--- src/rtl/core/cfp_pkg.sv ---
// Shared types, codes and helper functions for the command frame parser.
// No dependencies; every other file in the block refers to it by scoped names.

package cfp_pkg;

    // Default width of the timestamp arithmetic (gap taken modulo 2^TIME_BITS).
    localparam int TIME_BITS_DEFAULT = 32;

    // APB address width: six 32-bit registers at byte offsets 0 to 20.
    localparam int ADDR_W = 5;

    // Fixed frame constants.
    localparam logic [7:0] HEADER_BYTE = 8'hAA;

    // Opcodes of the command set.
    localparam logic [7:0] OPCODE_01 = 8'h01;
    localparam logic [7:0] OPCODE_81 = 8'h81;
    localparam logic [7:0] OPCODE_82 = 8'h82;
    localparam logic [7:0] OPCODE_83 = 8'h83;
    localparam logic [7:0] OPCODE_21 = 8'h21;
    localparam logic [7:0] OPCODE_22 = 8'h22;

    // Reset values of the configuration registers.
    localparam logic [15:0] GAP_TIMEOUT_RESET = 16'd20;
    localparam logic [15:0] MAX_PAYLOAD_RESET = 16'd4104;
    localparam logic [15:0] CRC_POLY_RESET    = 16'h8005;
    localparam logic [15:0] CRC_INIT_RESET    = 16'hFFFF;
    localparam logic        CRC_REFLECT_RESET = 1'b1;
    localparam logic [15:0] CRC_XOROUT_RESET  = 16'h0000;

    // Error codes reported with each result.
    localparam logic [2:0] ERR_NONE       = 3'd0;
    localparam logic [2:0] ERR_BAD_HEADER = 3'd1;
    localparam logic [2:0] ERR_BAD_OPCODE = 3'd2;
    localparam logic [2:0] ERR_LENGTH     = 3'd3;
    localparam logic [2:0] ERR_CRC        = 3'd4;

    // Phase codes as seen on the result channel.
    localparam logic [2:0] PHASE_CODE_HEADER  = 3'd0;
    localparam logic [2:0] PHASE_CODE_OPCODE  = 3'd1;
    localparam logic [2:0] PHASE_CODE_LENGTH  = 3'd2;
    localparam logic [2:0] PHASE_CODE_PAYLOAD = 3'd3;
    localparam logic [2:0] PHASE_CODE_CRC     = 3'd4;

    // Configuration register indexes (byte address divided by four).
    typedef enum logic [2:0] {
        REG_GAP_TIMEOUT = 3'd0,
        REG_MAX_PAYLOAD = 3'd1,
        REG_CRC_POLY    = 3'd2,
        REG_CRC_INIT    = 3'd3,
        REG_CRC_REFLECT = 3'd4,
        REG_CRC_XOROUT  = 3'd5
    } cfg_index_t;

    // Parser phase, one-hot.
    typedef enum logic [4:0] {
        PH_HEADER  = 5'b00001,
        PH_OPCODE  = 5'b00010,
        PH_LENGTH  = 5'b00100,
        PH_PAYLOAD = 5'b01000,
        PH_CRC     = 5'b10000
    } phase_t;

    // One received byte with its arrival time.
    typedef struct packed {
        logic [7:0]  rx_byte;
        logic [31:0] now_ms;
    } cfp_in_t;

    // One result per received byte.
    typedef struct packed {
        logic        frame_ok;
        logic [2:0]  error_code;
        logic        timeout_abort;
        logic [7:0]  frame_opcode;
        logic [15:0] frame_payload_len;
        logic        payload_valid;
        logic [7:0]  payload_data;
        logic [15:0] payload_offset;
        logic [2:0]  parse_phase;
    } cfp_out_t;

    // Bit reversal of a byte.
    function automatic logic [7:0] rev8(input logic [7:0] v);
        logic [7:0] r;
        for (int i = 0; i < 8; i++) begin
            r[i] = v[7 - i];
        end
        return r;
    endfunction

    // Bit reversal of a 16-bit word.
    function automatic logic [15:0] rev16(input logic [15:0] v);
        logic [15:0] r;
        for (int i = 0; i < 16; i++) begin
            r[i] = v[15 - i];
        end
        return r;
    endfunction

    // One byte through the MSB-first CRC-16 register, eight shift steps.
    function automatic logic [15:0] crc16_feed(input logic [15:0] crc,
                                               input logic [7:0]  data,
                                               input logic [15:0] poly,
                                               input logic        reflect);
        logic [7:0]  d;
        logic [15:0] c;
        d = reflect ? rev8(data) : data;
        c = crc ^ {d, 8'h00};
        for (int i = 0; i < 8; i++) begin
            if (c[15]) begin
                c = {c[14:0], 1'b0} ^ poly;
            end else begin
                c = {c[14:0], 1'b0};
            end
        end
        return c;
    endfunction

    // The set of opcodes that the parser accepts.
    function automatic logic opcode_allowed(input logic [7:0] op);
        return (op == OPCODE_01) || (op == OPCODE_81) || (op == OPCODE_82) ||
               (op == OPCODE_83) || (op == OPCODE_21) || (op == OPCODE_22);
    endfunction

endpackage

--- src/rtl/core/command_frame_parser.sv ---
// Command frame parser top level: APB register file, input register, parser and result register.
// Depends on cfp_pkg for types, codes and the CRC helper functions.
//
// Usage
//   Received bytes enter on the s_ channel (valid/ready), each with its millisecond arrival
//   time. Every accepted byte gives exactly one result on the m_ channel: frame acceptance,
//   error code, timeout abort, the current opcode and length, a streamed payload byte with
//   its offset, and the phase after the byte.
//   A request is taken into an input register, parsed by one pass of logic (gap check,
//   phase update and an eight-step byte-wide CRC-16 update), and the result is held in an
//   output register, from which it is offered on m_valid and m_data.
//   Throughput is one byte per cycle while the receiver keeps m_ready high; the CRC byte
//   update and the timestamp subtract-and-compare are combinational, which allows this rate.
//   When the receiver stalls, the output register holds its result and the input register
//   holds one more byte; s_ready falls only when both are full.
//   The six configuration registers sit on the APB port at byte offsets 0 to 20 and the user
//   is to write them only while the block is idle; the block itself does not enforce this.
//   Synchronous active-low reset returns the parser to header phase, loads the register
//   defaults and empties both pipeline registers.

module command_frame_parser #(
    parameter int TIME_BITS = cfp_pkg::TIME_BITS_DEFAULT
) (
    input  logic                      aclk,
    input  logic                      aresetn,
    // byte input
    input  logic                      s_valid,
    output logic                      s_ready,
    input  cfp_pkg::cfp_in_t          s_data,
    // result output
    output logic                      m_valid,
    input  logic                      m_ready,
    output cfp_pkg::cfp_out_t         m_data,
    // configuration
    input  logic                      psel,
    input  logic                      penable,
    input  logic                      pwrite,
    input  logic [cfp_pkg::ADDR_W-1:0] paddr,
    input  logic [31:0]               pwdata,
    output logic [31:0]               prdata,
    output logic                      pready
);

    localparam int LAST_W = (TIME_BITS < 32) ? TIME_BITS : 32;
    localparam logic [63:0] TIME_MASK =
        (TIME_BITS >= 64) ? {64{1'b1}} : ((64'd1 << TIME_BITS) - 64'd1);

    // Configuration registers
    logic [15:0] gap_timeout_reg;
    logic [15:0] max_payload_reg;
    logic [15:0] crc_poly_reg;
    logic [15:0] crc_init_reg;
    logic        crc_reflect_reg;
    logic [15:0] crc_xorout_reg;

    cfp_pkg::cfg_index_t cfg_idx;
    logic                cfg_write;

    // Pipeline registers
    logic              in_valid_reg;
    cfp_pkg::cfp_in_t  in_data_reg;
    logic              out_valid_reg;
    cfp_pkg::cfp_out_t out_data_reg;
    logic              advance;
    logic              process;

    // Parser state
    cfp_pkg::phase_t phase_reg, phase_next;
    logic [15:0]     byte_count_reg, byte_count_next;
    logic [7:0]      opcode_reg, opcode_next;
    logic [15:0]     length_reg, length_next;
    logic [15:0]     crc_accum_reg, crc_accum_next;
    logic [7:0]      crc_low_reg, crc_low_next;
    logic [LAST_W-1:0] last_arrival_reg, last_arrival_next;

    cfp_pkg::cfp_out_t result_next;

    // APB decode: the register index is the word address.
    assign pready    = 1'b1;
    assign cfg_idx   = cfp_pkg::cfg_index_t'(paddr[4:2]);
    assign cfg_write = psel && penable && pwrite && pready;

    always_ff @(posedge aclk) begin
        if (!aresetn) begin
            gap_timeout_reg <= cfp_pkg::GAP_TIMEOUT_RESET;
            max_payload_reg <= cfp_pkg::MAX_PAYLOAD_RESET;
            crc_poly_reg    <= cfp_pkg::CRC_POLY_RESET;
            crc_init_reg    <= cfp_pkg::CRC_INIT_RESET;
            crc_reflect_reg <= cfp_pkg::CRC_REFLECT_RESET;
            crc_xorout_reg  <= cfp_pkg::CRC_XOROUT_RESET;
        end else if (cfg_write) begin
            unique case (cfg_idx)
                cfp_pkg::REG_GAP_TIMEOUT: gap_timeout_reg <= pwdata[15:0];
                cfp_pkg::REG_MAX_PAYLOAD: max_payload_reg <= pwdata[15:0];
                cfp_pkg::REG_CRC_POLY:    crc_poly_reg    <= pwdata[15:0];
                cfp_pkg::REG_CRC_INIT:    crc_init_reg    <= pwdata[15:0];
                cfp_pkg::REG_CRC_REFLECT: crc_reflect_reg <= pwdata[0];
                cfp_pkg::REG_CRC_XOROUT:  crc_xorout_reg  <= pwdata[15:0];
                default: ;
            endcase
        end
    end

    // Register read-back.
    always_comb begin
        unique case (cfg_idx)
            cfp_pkg::REG_GAP_TIMEOUT: prdata = {16'h0, gap_timeout_reg};
            cfp_pkg::REG_MAX_PAYLOAD: prdata = {16'h0, max_payload_reg};
            cfp_pkg::REG_CRC_POLY:    prdata = {16'h0, crc_poly_reg};
            cfp_pkg::REG_CRC_INIT:    prdata = {16'h0, crc_init_reg};
            cfp_pkg::REG_CRC_REFLECT: prdata = {31'h0, crc_reflect_reg};
            cfp_pkg::REG_CRC_XOROUT:  prdata = {16'h0, crc_xorout_reg};
            default:                  prdata = 32'h0;
        endcase
    end

    // Handshake: the parser moves a byte on whenever the result register is free or draining.
    assign advance = !out_valid_reg || m_ready;
    assign process = in_valid_reg && advance;
    assign s_ready = !in_valid_reg || advance;
    assign m_valid = out_valid_reg;
    assign m_data  = out_data_reg;

    // Input register.
    always_ff @(posedge aclk) begin
        if (!aresetn) begin
            in_valid_reg <= 1'b0;
        end else if (s_ready) begin
            in_valid_reg <= s_valid;
        end
    end

    always_ff @(posedge aclk) begin
        if (s_valid && s_ready) begin
            in_data_reg <= s_data;
        end
    end

    // Parser: gap check, then one step of the frame state machine for the held byte.
    always_comb begin
        logic [63:0]     now64;
        logic [63:0]     last64;
        logic [63:0]     gap;
        logic            timed_out;
        logic [7:0]      b;
        logic [15:0]     count_inc;
        logic [15:0]     rx_crc;
        logic [15:0]     calc_crc;
        logic [15:0]     full_len;
        cfp_pkg::phase_t ph;

        b      = in_data_reg.rx_byte;
        now64  = {32'h0, in_data_reg.now_ms};
        last64 = {{(64 - LAST_W){1'b0}}, last_arrival_reg};
        gap    = (now64 - last64) & TIME_MASK;
        timed_out = gap > {48'h0, gap_timeout_reg};

        ph                = phase_reg;
        byte_count_next   = byte_count_reg;
        opcode_next       = opcode_reg;
        length_next       = length_reg;
        crc_accum_next    = crc_accum_reg;
        crc_low_next      = crc_low_reg;
        last_arrival_next = in_data_reg.now_ms[LAST_W-1:0];
        count_inc         = byte_count_reg + 16'd1;
        rx_crc            = {b, crc_low_reg};
        calc_crc          = (crc_reflect_reg ? cfp_pkg::rev16(crc_accum_reg) : crc_accum_reg)
                            ^ crc_xorout_reg;
        full_len          = {b, length_reg[7:0]};

        result_next = '0;

        // A long gap drops any partial frame before the byte is parsed.
        if (timed_out) begin
            result_next.timeout_abort = (phase_reg != cfp_pkg::PH_HEADER);
            ph              = cfp_pkg::PH_HEADER;
            byte_count_next = 16'd0;
            count_inc       = 16'd1;
        end
        phase_next = ph;

        unique case (ph)
            cfp_pkg::PH_HEADER: begin
                if (b == cfp_pkg::HEADER_BYTE) begin
                    crc_accum_next  = cfp_pkg::crc16_feed(crc_init_reg, b, crc_poly_reg,
                                                          crc_reflect_reg);
                    byte_count_next = 16'd0;
                    phase_next      = cfp_pkg::PH_OPCODE;
                end else begin
                    result_next.error_code = cfp_pkg::ERR_BAD_HEADER;
                end
            end
            cfp_pkg::PH_OPCODE: begin
                if (cfp_pkg::opcode_allowed(b)) begin
                    opcode_next     = b;
                    crc_accum_next  = cfp_pkg::crc16_feed(crc_accum_reg, b, crc_poly_reg,
                                                          crc_reflect_reg);
                    byte_count_next = 16'd0;
                    phase_next      = cfp_pkg::PH_LENGTH;
                end else begin
                    result_next.error_code = cfp_pkg::ERR_BAD_OPCODE;
                    phase_next             = cfp_pkg::PH_HEADER;
                end
            end
            cfp_pkg::PH_LENGTH: begin
                crc_accum_next = cfp_pkg::crc16_feed(crc_accum_reg, b, crc_poly_reg,
                                                     crc_reflect_reg);
                if (byte_count_next == 16'd0) begin
                    length_next     = {8'h00, b};
                    byte_count_next = 16'd1;
                end else begin
                    length_next     = full_len;
                    byte_count_next = 16'd0;
                    if (full_len > max_payload_reg) begin
                        result_next.error_code = cfp_pkg::ERR_LENGTH;
                        phase_next             = cfp_pkg::PH_HEADER;
                    end else if (full_len != 16'd0) begin
                        phase_next = cfp_pkg::PH_PAYLOAD;
                    end else begin
                        phase_next = cfp_pkg::PH_CRC;
                    end
                end
            end
            cfp_pkg::PH_PAYLOAD: begin
                crc_accum_next = cfp_pkg::crc16_feed(crc_accum_reg, b, crc_poly_reg,
                                                     crc_reflect_reg);
                result_next.payload_valid  = 1'b1;
                result_next.payload_data   = b;
                result_next.payload_offset = byte_count_next;
                byte_count_next            = count_inc;
                if (count_inc >= length_reg) begin
                    byte_count_next = 16'd0;
                    phase_next      = cfp_pkg::PH_CRC;
                end
            end
            cfp_pkg::PH_CRC: begin
                if (byte_count_next == 16'd0) begin
                    crc_low_next    = b;
                    byte_count_next = 16'd1;
                end else begin
                    if (rx_crc == calc_crc) begin
                        result_next.frame_ok = 1'b1;
                    end else begin
                        result_next.error_code = cfp_pkg::ERR_CRC;
                    end
                    byte_count_next = 16'd0;
                    phase_next      = cfp_pkg::PH_HEADER;
                end
            end
            default: begin
                phase_next = cfp_pkg::PH_HEADER;
            end
        endcase

        result_next.frame_opcode      = opcode_next;
        result_next.frame_payload_len = length_next;

        // Phase after the byte, in the code used on the result channel.
        unique case (phase_next)
            cfp_pkg::PH_HEADER:  result_next.parse_phase = cfp_pkg::PHASE_CODE_HEADER;
            cfp_pkg::PH_OPCODE:  result_next.parse_phase = cfp_pkg::PHASE_CODE_OPCODE;
            cfp_pkg::PH_LENGTH:  result_next.parse_phase = cfp_pkg::PHASE_CODE_LENGTH;
            cfp_pkg::PH_PAYLOAD: result_next.parse_phase = cfp_pkg::PHASE_CODE_PAYLOAD;
            cfp_pkg::PH_CRC:     result_next.parse_phase = cfp_pkg::PHASE_CODE_CRC;
            default:             result_next.parse_phase = cfp_pkg::PHASE_CODE_HEADER;
        endcase
    end

    // Parser state update.
    always_ff @(posedge aclk) begin
        if (!aresetn) begin
            phase_reg        <= cfp_pkg::PH_HEADER;
            byte_count_reg   <= 16'd0;
            opcode_reg       <= 8'h00;
            length_reg       <= 16'd0;
            crc_accum_reg    <= cfp_pkg::CRC_INIT_RESET;
            crc_low_reg      <= 8'h00;
            last_arrival_reg <= '0;
        end else if (process) begin
            phase_reg        <= phase_next;
            byte_count_reg   <= byte_count_next;
            opcode_reg       <= opcode_next;
            length_reg       <= length_next;
            crc_accum_reg    <= crc_accum_next;
            crc_low_reg      <= crc_low_next;
            last_arrival_reg <= last_arrival_next;
        end
    end

    // Result register.
    always_ff @(posedge aclk) begin
        if (!aresetn) begin
            out_valid_reg <= 1'b0;
        end else if (advance) begin
            out_valid_reg <= in_valid_reg;
        end
    end

    always_ff @(posedge aclk) begin
        if (process) begin
            out_data_reg <= result_next;
        end
    end

    // A byte taken by the parser appears as a result in the next cycle.
    assert property (@(posedge aclk) disable iff (!aresetn) process |=> m_valid)
        else $error("parsed byte did not reach the result register");

    // A payload byte leaves the parser in payload or CRC phase.
    assert property (@(posedge aclk) disable iff (!aresetn)
        (m_valid && m_data.payload_valid) |->
        (m_data.parse_phase == cfp_pkg::PHASE_CODE_PAYLOAD ||
         m_data.parse_phase == cfp_pkg::PHASE_CODE_CRC))
        else $error("payload byte reported outside payload phase");

    // An accepted frame carries no error and returns the parser to header phase.
    assert property (@(posedge aclk) disable iff (!aresetn)
        (m_valid && m_data.frame_ok) |->
        (m_data.error_code == cfp_pkg::ERR_NONE &&
         m_data.parse_phase == cfp_pkg::PHASE_CODE_HEADER))
        else $error("frame accepted with an error or outside header phase");

endmodule
--- config.mk ---
export PLATFORM = sky130hd
export DESIGN_NAME = command_frame_parser
export DESIGN_NICKNAME = d
export VERILOG_FILES = /design/src/rtl/core/cfp_pkg.sv /design/src/rtl/core/command_frame_parser.sv
export SDC_FILE = /design/constraint.sdc
export NUM_CORES = 1
export LEC_CHECK = 0
export ABC_CLOCK_PERIOD_IN_PS = 10200
export BUFFER_PORTS_ARGS = -buffer_cell sky130_fd_sc_hd__buf_2
export CORE_ASPECT_RATIO = 0.8
export CORE_MARGIN = 1
export CORE_UTILIZATION = 62
export DETAILED_ROUTE_END_ITERATION = 8
export PLACE_DENSITY = 0.82
export SLEW_MARGIN = 25
export SYNTH_ARGS = -nofsm -noshare
export SYNTH_HDL_FRONTEND = slang
export SYNTH_SLANG_ARGS = --single-unit
--- constraint.sdc ---
create_clock -name aclk -period 10.2 [get_ports aclk]
set_clock_uncertainty 0.1 [all_clocks]
set_input_delay 1.02 -clock aclk [delete_from_list [all_inputs] [get_ports aclk]]
set_output_delay 1.02 -clock aclk [all_outputs]
set_load 0.02 [all_outputs]
; ---- Word-level counts from Yosys, hierarchy flattened
; Cells that the tools add are included.
[word_totals]
output_inout_bits = 92
ff_bits = 281
[classes]
n_eq_ne = 25
order_cmp = 3
mux = 108
addsub = 2
reduce_logical = 27
bitwise = 34
[op_table]
columns = op, count
row1 = two-way mux 16 bit, 82
row2 = bitwise XOR 16 bit, 33
row3 = one-hot mux 16 bit (4 select lines), 2
row4 = one-hot mux 16 bit (6 select lines), 1
row5 = two-way mux 5 bit, 7
row6 = "equality test 8 bit, second input constant", 4
row7 = > comparator 32 x 16 -> 1 bit, 1
row8 = subtractor 32 bit, 1
row9 = two-way mux 25 bit, 1
row10 = one-hot mux 5 bit (5 select lines), 1
row11 = two-way mux 8 bit, 3
row12 = one-hot mux 3 bit (4 select lines), 2
row13 = "adder 16 x 1 -> 16 bit, second input constant", 1
row14 = equality test 16 bit, 1
row15 = "equality test 8 x 6 -> 1 bit, second input constant", 2
row16 = >= comparator 16 bit, 1
row17 = > comparator 16 bit, 1
row18 = zero test 16 bit, 1
row19 = nonzero test 16 bit, 1
row20 = AND reduction 2 bit, 6
row21 = "equality test 5 x 2 -> 1 bit, second input constant", 2
row22 = "equality test 5 x 3 -> 1 bit, second input constant", 2
row23 = "equality test 5 x 4 -> 1 bit, second input constant", 2
row24 = "equality test 5 bit, second input constant", 2
row25 = 19 further kinds, 39

; ---- Depth between registers and ports, before layout
[depth]
depth_word = 36
depth_mapped = 42

; ---- Worst setup path before layout
; OpenSTA, ideal clock, no wires.
[synth_path]
kind = register -> register
start = register in_data_reg (netlist bit last_arrival_next[6])
end = register byte_count_reg[10]
setup_ns = 0.065
path_slack_ns = 3.003
period_less_slack_ns = 7.197
required_time_ns = 10.035
t_arrival_ns = 7.032
stages_incl_launch_ff = 37
n_path_buf = 3
cell_sequence = edfxtp_1 ha_1 a21o_1 a21o_1 a221o_1 a31o_2 a21oi_1 xnor2_1 ha_1 a21o_1 a21o_1 a21oi_1 o21ai_0 o22ai_1 nand2_1 nor4_1 nand4b_1 or2_1 clkbuf_1 clkbuf_1 nor2_1 ha_1 nand2b_1 a21o_1 a21o_1 a21o_1 a21o_1 a21o_1 a21o_1 a21o_1 a21oi_1 o21ai_0 a31o_2 nor3_1 clkbuf_1 a22oi_1 nor2_1
[synth_between]
elab_chain_cells = 6
elab_cells_between_ends = 16
cone_classes = add/sub (1) / order compare (2) / eq/ne (5) / mux (7) / reduce/logical (1)
[synth_lines]
columns = element, line
row1 = from (decl), command_frame_parser.sv:61  ; cfp_pkg::cfp_in_t in_data_reg;
row2 = from (signal assigned), command_frame_parser.sv:135  ; in_data_reg <= s_data;
row3 = subtractor 32 bit *, command_frame_parser.sv:155  ; gap = (now64 - last64) & TIME_MASK;
row4 = > comparator 32 x 16 -> 1 bit *, command_frame_parser.sv:156  ; timed_out = gap > {48'h0, gap_timeout_reg};
row5 = two-way mux 16 bit or two-way mux 5 bit (tied branches), command_frame_parser.sv:174  ; if (timed_out) begin
row6 = >= comparator 16 bit (tied with other cells), command_frame_parser.sv:231  ; if (count_inc >= length_reg) begin
row7 = two-way mux 16 bit or OR reduction 2 bit (tied branches), -
row8 = one-hot mux 16 bit (4 select lines) *, command_frame_parser.sv:182  ; unique case (ph)
row9 = to (signal assigned), command_frame_parser.sv:281  ; byte_count_reg <= byte_count_next;
row10 = to (decl), command_frame_parser.sv:69  ; logic [15:0] byte_count_reg, byte_count_next;
; Mark *: on every way between the ends. The rest lies on a longest branch, timed or not.
; A chain may end at the register's enable or synchronous reset.

; ---- Worst setup path in the final report
[layout_path]
start = register in_data_reg (netlist bit last_arrival_next[6])
end = register byte_count_reg[9]
; Same word-level chain as after synthesis.

==> impl_metrics.py <==
metrics = {
    "min_path": {
        "hp-class": "register to register",
    },
    "grt": {
        "grt_antenna_before_repair": 5,
        "grt.busiest_layer": "met2",
        "grt_max_degree": 89,
        "met1_usage": 0.527,
        "grt_pass1_vias": 18500,
        "grt_pass1_wl_um": 103000,
        "met2_usage": 0.541,
        "use_met3": 0.114,
        "grt_util_all_layers": 0.375,
        "overflow": 0,
    },
    "clocking": {
        "cts-root-buf": "clkbuf_16",
        "clk_path_buf_depth": 3,
        "cts_sinks": 281,
        "clk_pin_slew_ns": 0.06,
        "cts_tree": "yes",
        "post_cts_buffers": 0,
        "cts_buffers": 28,
        "cts_htree_levels": 1,
        "ctsHoldBuffers": 0,
        "insertion_delay_ns": 0.56,
        "cts_resized": 0,
    },
    "sta": {
        "hold_viol_final": 0,
        "layout_min_cycle_time_ns": 7.77,
        "max-slew-margin-rel": 0.243,
        "worst_slack_ns": 2.43,
        "fmax_mhz": 129,
        "rsz0062_at_grt": "false",
        "slew_viol_final": 0,
        "setup_violations": 0,
        "worst_pin_slew_ns": 1.13,
        "finalSetupTns_ns": 0,
        "fin_crit_sh": 0.761,
    },
    "logic_synthesis": {
        "ys_types": 89,
        "syn_avg_cell_area_um2": 8.00,
        "syn_area_mm2": 0.0210,
        "async_flop_share": 0,
        "ys_warn_count": 0,
        "yosys_most_used_dff": "dfxtp_1",
        "netlist_instances": 2629,
        "synth-edff-count": 97,
        "synth_seq_cells": 281,
        "seq_area_frac_synth": 0.313,
    },
    "worst_setup_path": {
        "cp_max_fo": 28,
        "cpPeakStageDelay_ns": 0.47,
        "crit_path_end_kind": "register",
        "criticalPathCategory": "register to register",
        "cp.required_ns": 10.57,
        "crit_arrival_ns": 8.14,
        "critical_path.most_common_cell": "a21o_1",
        "cpMaxStageDelayCell": "a21oi_1",
        "startpoint_type": "register",
    },
    "final_layout": {
        "largest_reg_flops": 57,
        "fillCellCount": 2590,
        "areaGrowthSynthToFinish_pct": 7.99,
        "nets": 2792,
        "drive_above_1_share": 0.113,
    },
    "floorplanning": {
        "dieArea_mm2": 0.0347,
        "die_w_um": 208,
        "ios": 176,
        "core_area_mm2": 0.0329,
        "die_height_um": 167,
        "initial_core_util": 0.639,
        "row_count": 59,
    },
    "run": {
        "maxCapViolCount": 0,
    },
    "route": {
        "firstDrtPassIters": 7,
        "vias_per_cell": 6.60,
        "drc_errors": 0,
        "postRouteAntennaNets": 0,
        "dr_total_vias": 20300,
        "drt-total-wl_um": 67200,
        "drt-wirelength-per-cell_um": 21.8,
        "drt_iter0_drc": 3332,
    },
    "power_and_ir_drop": {
        "worst_ir_drop_vdd_mv": 0.170,
        "leakagePower_nw": 8.57,
        "pwr_density_cell_mw_per_mm2": 135,
    },
    "placement": {
        "place_congestion": 1.00,
        "dp_hpwl_um": 47300,
        "place.port_buffers": 140,
        "pre_cts_slack_ns": 2.62,
    },
    "status": {
        "status": "complete, no violations",
    },
}
-- path summary, 6_finish.rpt --
kind | depth (start not counted) | start | to | slack [ns]
worst min register to register | 2 | last_arrival_reg[26] | last_arrival_reg[26] | 0.37
worst min-delay path | 2 | last_arrival_reg[26] | last_arrival_reg[26] | 0.37
worst max register to register | 35 | last_arrival_next[6] | byte_count_reg[9] | 2.43
worst max-delay path | 35 | last_arrival_next[6] | byte_count_reg[9] | 2.43
-- power breakdown --
part / total (mW) / switching (mW) / internal [mW]
sequential: 1.22 / 0.0268 / 1.19
clock: 1.08 / 0.440 / 0.642
combinational: 0.760 / 0.496 / 0.264
total: 3.06 / 0.963 / 2.10
-- cell families (layout without fill, tap and decap cells) --
| group | count (synthesis) | after routing | share of synthesized area |
|---|---|---|---|
| compound gates | 658 | 658 | 0.213 |
| xor+xnor | 209 | 209 | 0.100 |
| fa+ha+maj | 81 | 81 | 0.0485 |
| buf+inv | 338 | 343 | 0.0655 |
| flops | 281 | 281 | 0.313 |
| mux | 80 | 80 | 0.0431 |
| other cells | 2 | 22 | 0.000357 |
| simple gates | 980 | 980 | 0.216 |
-- cell type report --
class | count | area (um2) | area share
multi-input cells | 2025 | 13200 | 0.581
well taps | 427 | 534 | 0.0235
clock buffers | 44 | 843 | 0.0371
flip-flops and latches | 281 | 6600 | 0.290
clock inverters | 8 | 114 | 0.00501
inverters | 114 | 430 | 0.0189
diodes | 5 | 12.5 | 0.000551
repair buffers | 177 | 982 | 0.0432
-- Yosys cell counts, types with 25 or more instances --
cell | count | area, um2
xnor2_1 | 133 | 1160
nor2_1 | 164 | 616
nor3_1 | 49 | 245
nand2b_1 | 26 | 163
mux2i_1 | 61 | 611
o21ai_0 | 138 | 691
inv_1 | 112 | 420
nand3_1 | 103 | 515
xor2_1 | 52 | 455
dfxtp_1 | 184 | 3680
a21o_1 | 52 | 390
a21boi_0 | 46 | 345
ha_1 | 80 | 1000
clkbuf_1 | 168 | 631
nand4_1 | 33 | 206
and3_1 | 43 | 269
a31oi_1 | 28 | 175
a32oi_1 | 25 | 219
edfxtp_1 | 97 | 2910
a21oi_1 | 142 | 711
and2_1 | 31 | 194
nand2_1 | 439 | 1650
-- cells in the final DEF (no fill, tap or decap), types with 15 or more instances in the layout --
| master | count |
|---|---|
| a21o_1 | 52 |
| o21ai_0 | 137 |
| nand4_1 | 33 |
| nand2b_1 | 25 |
| o221ai_1 | 22 |
| a32oi_1 | 25 |
| edfxtp_1 | 97 |
| nor2_1 | 162 |
| conb_1 | 17 |
| a21boi_0 | 46 |
| o21a_1 | 20 |
| nand3_1 | 103 |
| buf_2 | 140 |
| xnor2_1 | 130 |
| and2_1 | 30 |
| buf_4 | 36 |
| a22oi_1 | 16 |
| nand2_1 | 439 |
| and3_1 | 43 |
| nor3_1 | 47 |
| a31oi_1 | 28 |
| ha_1 | 80 |
| nor2b_1 | 23 |
| inv_1 | 111 |
| xor2_1 | 50 |
| o31ai_1 | 15 |
| mux2i_1 | 60 |
| a211oi_1 | 16 |
| clkbuf_16 | 30 |
| dfxtp_1 | 183 |
| a21oi_1 | 142 |
-- critical path: cells and delay by family (launching register included) --
kind | cells | cell delay, ns
adder cells (fa/ha/maj) | 3 | 0.88
XOR/XNOR | 1 | 0.19
buffers and inverters | 2 | 0.48
AND/OR/NAND/NOR | 8 | 1.46
AO/OA/AOI/OAI | 21 | 4.14
flip-flops | 1 | 0.40
-- per-layer routing --
layer / part of all wire / vias to the layer above
li1: - / 9261
met1: 0.41 / 9500
met2: 0.40 / 1369
met5: 0.00015 / -
met4: 0.040 / 2
met3: 0.14 / 217
-- metrics by stage --
| step | std cells | cell area [um2] | total power [mW] | hold WS [ns] | utilization |
|---|---|---|---|---|---|
| finish | 3081 | 22700 | 3.06 | 0.365 | 0.690 |
| global route | 3078 | 22700 | 3.16 | 0.384 | 0.690 |
| CTS | 3076 | 22700 | 3.03 | 0.367 | 0.689 |
| floorplan | 2644 | 21100 | 1.76 | 0.343 | - |
| detailed placement | 3024 | 21700 | 1.96 | 0.358 | 0.660 |
| global placement | 3024 | 21700 | 1.95 | 0.345 | 0.659 |
(Power assumes the default switching activity.)
